File: src/stn_mul.sv
// Shared signed multiplier with a registered product.
// Depends on nothing; used by the top level for all products.
module stn_mul #(
   parameter int A_W = 32,
   parameter int B_W = 32
) (
   input  logic                     clock,
   input  logic signed [A_W-1:0]    mul_a,
   input  logic signed [B_W-1:0]    mul_b,
   output logic signed [A_W+B_W-1:0] prod_ff
);

   // one product per cycle, product registered
   always_ff @(posedge clock) begin
      prod_ff <= mul_a * mul_b;
   end

endmodule

File: config.mk
export PLATFORM = sky130hd
export DESIGN_NAME = stn_mul
export DESIGN_NICKNAME = d
export VERILOG_FILES = /design/src/stn_mul.sv
export SDC_FILE = /design/constraint.sdc
export NUM_CORES = 2
export LEC_CHECK = 0
export BUFFER_PORTS_ARGS = -buffer_cell sky130_fd_sc_hd__buf_2
export CORE_MARGIN = 1.5
export CORE_UTILIZATION = 50
export CTS_CLUSTER_DIAMETER = 30
export DETAILED_ROUTE_END_ITERATION = 8
export PLACE_DENSITY = 0.74
export REMOVE_ABC_BUFFERS = 1
export SYNTH_ARGS = -nofsm -noshare
export SYNTH_HDL_FRONTEND = slang
export SYNTH_SLANG_ARGS = --single-unit
File: constraint.sdc
create_clock -name clock -period 9.94 [get_ports clock]
set_input_delay 0 -clock clock [delete_from_list [all_inputs] [get_ports clock]]
set_output_delay 0 -clock clock [all_outputs]
set_load 0.02 [all_outputs]
# After elaboration in Yosys (flattened, before gate mapping)
# Cells that the tools add are included.
# totals
out_inout_bits	64
latchBits	0
ram_bits	0
mem_bits_ro	0
elab_cells	2
memories	0
regBits	64
in_bits	65
# op_classes
n_eq_ne	0
mux	0
add_sub_neg	0
n_reduce_logical	0
shift	0
n_mul	1
bitwise_logic	0
div_mod_pow	0
n_lt_le_gt_ge	0
# op_table
cell	n
$mul 32x32->64	1

# Longest topological paths before layout
# depth
depth_word	1
mapped_depth	28
mapped_depth_nobuf	27

# Worst setup path before layout
# No wires, ideal clock.
# synth_path
kind	input-to-reg
from	input mul_b[2]
to	register prod_ff[62]
setup_time_ns	0.072
arrival_time_ns	7.189
path_stages	24
slack_ns	2.679
required_time_ns	9.868
n_path_buf	1
path_cell_list	clkbuf_1 > nand2_1 > inv_1 > fa_1 > fa_1 > fa_1 > fa_1 > inv_1 > fa_1 > inv_1 > fa_1 > inv_1 > fa_1 > inv_1 > fa_1 > ha_1 > and3_1 > nand2_1 > or3_1 > o22a_1 > o211ai_1 > a31oi_1 > o31ai_1 > xor2_1
# synth_via
elab_chain_len	1
# synth_rtl
item	line	text
start: declaration	9	input logic signed [B_W-1:0] mul_b,
$mul 32x32->64	15	prod_ff <= mul_a * mul_b;
end signal: assignment	15	
end: declaration	10	output logic signed [A_W+B_W-1:0] prod_ff
# Every way passes these cells.

# Worst setup path after layout
# layout_path
from	input mul_b[5]
to	register prod_ff[62]
# Same word-level chain as after synthesis.

==> results by group <==
Timing
  • Achievable frequency: 0.123 GHz
  • RSZ-0062 raised after global routing: false
  • Actual slew at the worst max-slew pin: ~1.1 ns
  • Setup violations, final: 0
  • Final period util: 0.817
  • Post-route setup TNS: 0 ns
  • Max-Slew Margin vs Limit: 0.247
  • Pins Over Slew Limit: 0
  • Min Tclk post-route: 8.12 ns
  • Final hold violation count: 0

Synth
  • Yosys cell types: 63
  • Ys async rst share: 0
  • XOR/XNOR Fraction of Synth Area: 0.0176
  • Top_reg_cell synth: dfxtp_1
  • Sequential fraction of the synthesis area: 0.0344
  • Simple-gate share of the synthesized area: 0.154
  • Area share of fa/ha/maj cells after synthesis: 0.643
  • Synth Cell Area: about 37,000 sq um
  • FF+latch count, synth: 64
  • Avg Inst Size Synth: around 9.6 sq um
  • Largest family of logic cells by synthesized area: adder cells
  • Post-Syn Instances: roughly 4,000
  • Number of enable flip-flop cells after synthesis: 0
  • Mux share of post-synthesis cell area: 0
  • Compound-Gate Fraction of Synth Area: 0.0346
  • Synth warn: 0

Drt
  • Drt total wl: about 100,000 um
  • Via-to-Cell Ratio: between 5 and 6
  • Count of routing violations after the opening detailed-route iteration: ~2,000
  • Initial DRT Pass Iterations: 6
  • Routed Antenna Nets: 0
  • Routed wire per std cell: ~21 um
  • Via count: approximately 26,000
  • DRC violations left: 0

Critical path
  • Slowest cell delay on critical path: 0.84 ns
  • Crit Path Max Fanout: 32
  • Most numerous cell on the critical path: fa_1
  • Critical Path Sink Type: register
  • CP delay by family, top: adder cells
  • Arrival time at the worst endpoint: about 8.4 ns
  • WP buf/inv: 8
  • Worst setup path start: mul_b[5]
  • Crit path launch type: input port
  • Kind of critical path: input port to register
  • Slowest cell on crit path: fa_1
  • WP data required: around 10 ns

Placement
  • Port Buffers: 128
  • Placed wire-length estimate: ~84,000 um
  • Final GP Congestion: ~0.93

Finish
  • Nets: slightly above 5,000
  • Most frequent cells in the layout: 1,082 x fa_1, 952 x inv_1, 516 x and2_1
  • Register with the most flip-flops: prod_ff
  • Storage element area: 1280 sq um
  • Multi-input gate area: about 32,000 sq um
  • Biggest registers after layout: prod_ff (64)
  • Most common cell after layout, fill and taps aside: fa_1
  • Area Overhead vs Synth: 4.33%
  • Filler cell count: approximately 6,500
  • Max FFs per register: 64
  • Layout cell share with drive strength beyond 1: 0.0493

Global route
  • First-pass GRT wire length: 163,000 um
  • Initial antenna violation count: 1
  • Tot GR Track Use: 0.281
  • GRT overflow: 0
  • Largest net degree at the start of global routing: 33
  • Vias in the first global route: between 20,000 and 30,000

Die
  • Core area: approximately 73,000 sq um
  • I/O Pins: approximately 130
  • Die footprint: approximately 76,000 sq um
  • Die Wd: between 200 and 300 um
  • Starting Density: 0.508
  • Cell Rows: roughly 100
  • Die height: roughly 280 um

Clock tree
  • Root buffer cell: clkbuf_16
  • PostCTS Resize Cnt: 0
  • Clk sinks: 64
  • CTS tree: yes
  • Clock Path Buffers: 2
  • CTS Hold Bufs: 0
  • # Post-CTS Setup Buffers: 0
  • H-tree levels: 3
  • Clk pin slew, worst setup/hold paths: roughly 0.080 ns
  • TritonCTS Buffers: 9

Job
  • Max Cap Viol: 0

Worst hold path
  • Hold Startpoint: mul_b[0]
  • Hold/Removal Path Class: input port to register
  • Worst hold endpoint: prod_ff[0]
  • Hold path cells: 2

Run status
  • Status: finished, final reports clean
Yosys cell counts, drive strengths merged (22+ instances only):
cell type	count	area, sq um
inv	952	3570
o21ai	31	163
xor2	22	193
a21oi	68	340
fa	1082	21700
xnor2	53	464
and2	516	3230
nor2	42	158
clkbuf	195	732
nand2	511	1920
a21o	25	190
dfxtp	64	1280
ha	184	2300
area by class of cell:
| type | instances | area share |
|---|---|---|
| antenna | 2 | 0.000129 |
| clock inverter | 7 | 0.00322 |
| sequential | 64 | 0.0330 |
| clock buffer | 9 | 0.00580 |
| tap | 959 | 0.0309 |
| timing repair buffer | 151 | 0.0209 |
| multi-input combinational | 2668 | 0.814 |
| inverter | 952 | 0.0920 |
through the flow:
| step | cell area (sq um) | hold WS (ns) | setup WS [ns] | cells | util |
|---|---|---|---|---|---|
| 6_report | 38900 | 0.255 | 1.82 | 4812 | 0.530 |
| 5_1_grt | 38900 | 0.257 | 1.29 | 4810 | 0.530 |
| 4_1_cts | 38900 | 0.238 | 1.86 | 4810 | 0.530 |
| 3_5_place_dp | 38500 | 0.416 | 1.54 | 4794 | 0.525 |
| 3_3_place_gp | 38500 | 0.415 | 1.75 | 4794 | 0.525 |
| 2_1_floorplan | 36500 | 0.122 | 2.91 | 3684 | - |
how the worst max path moves through the flow:
stage	slack, ns	cells past startpoint	endpoint
after CTS	1.86	25	prod_ff[62]
after global placement	1.75	25	prod_ff[62]
after global routing	1.29	25	prod_ff[62]
final	1.82	25	prod_ff[62]
after detailed placement	1.54	25	prod_ff[62]
after floorplan	2.91	23	prod_ff[62]
metal layers:
metal,vias up,routed length (um),global-route usage
met5,-,0,0
met4,0,3810,0.0882
met3,170,9360,0.0597
met2,1140,46900,0.444
met1,13804,40600,0.390
li1,10958,-,-
cell families after synthesis:
group,Yosys count
adder cells (fa/ha/maj),1266
buffers and inverters,1152
AND/OR/NAND/NOR,1134
AO/OA/AOI/OAI,193
XOR/XNOR,75
flip-flops,64
Power is left out: the tool's default activity adds up to more than one toggle a clock period on the data nets, which glitch-free logic cannot reach.
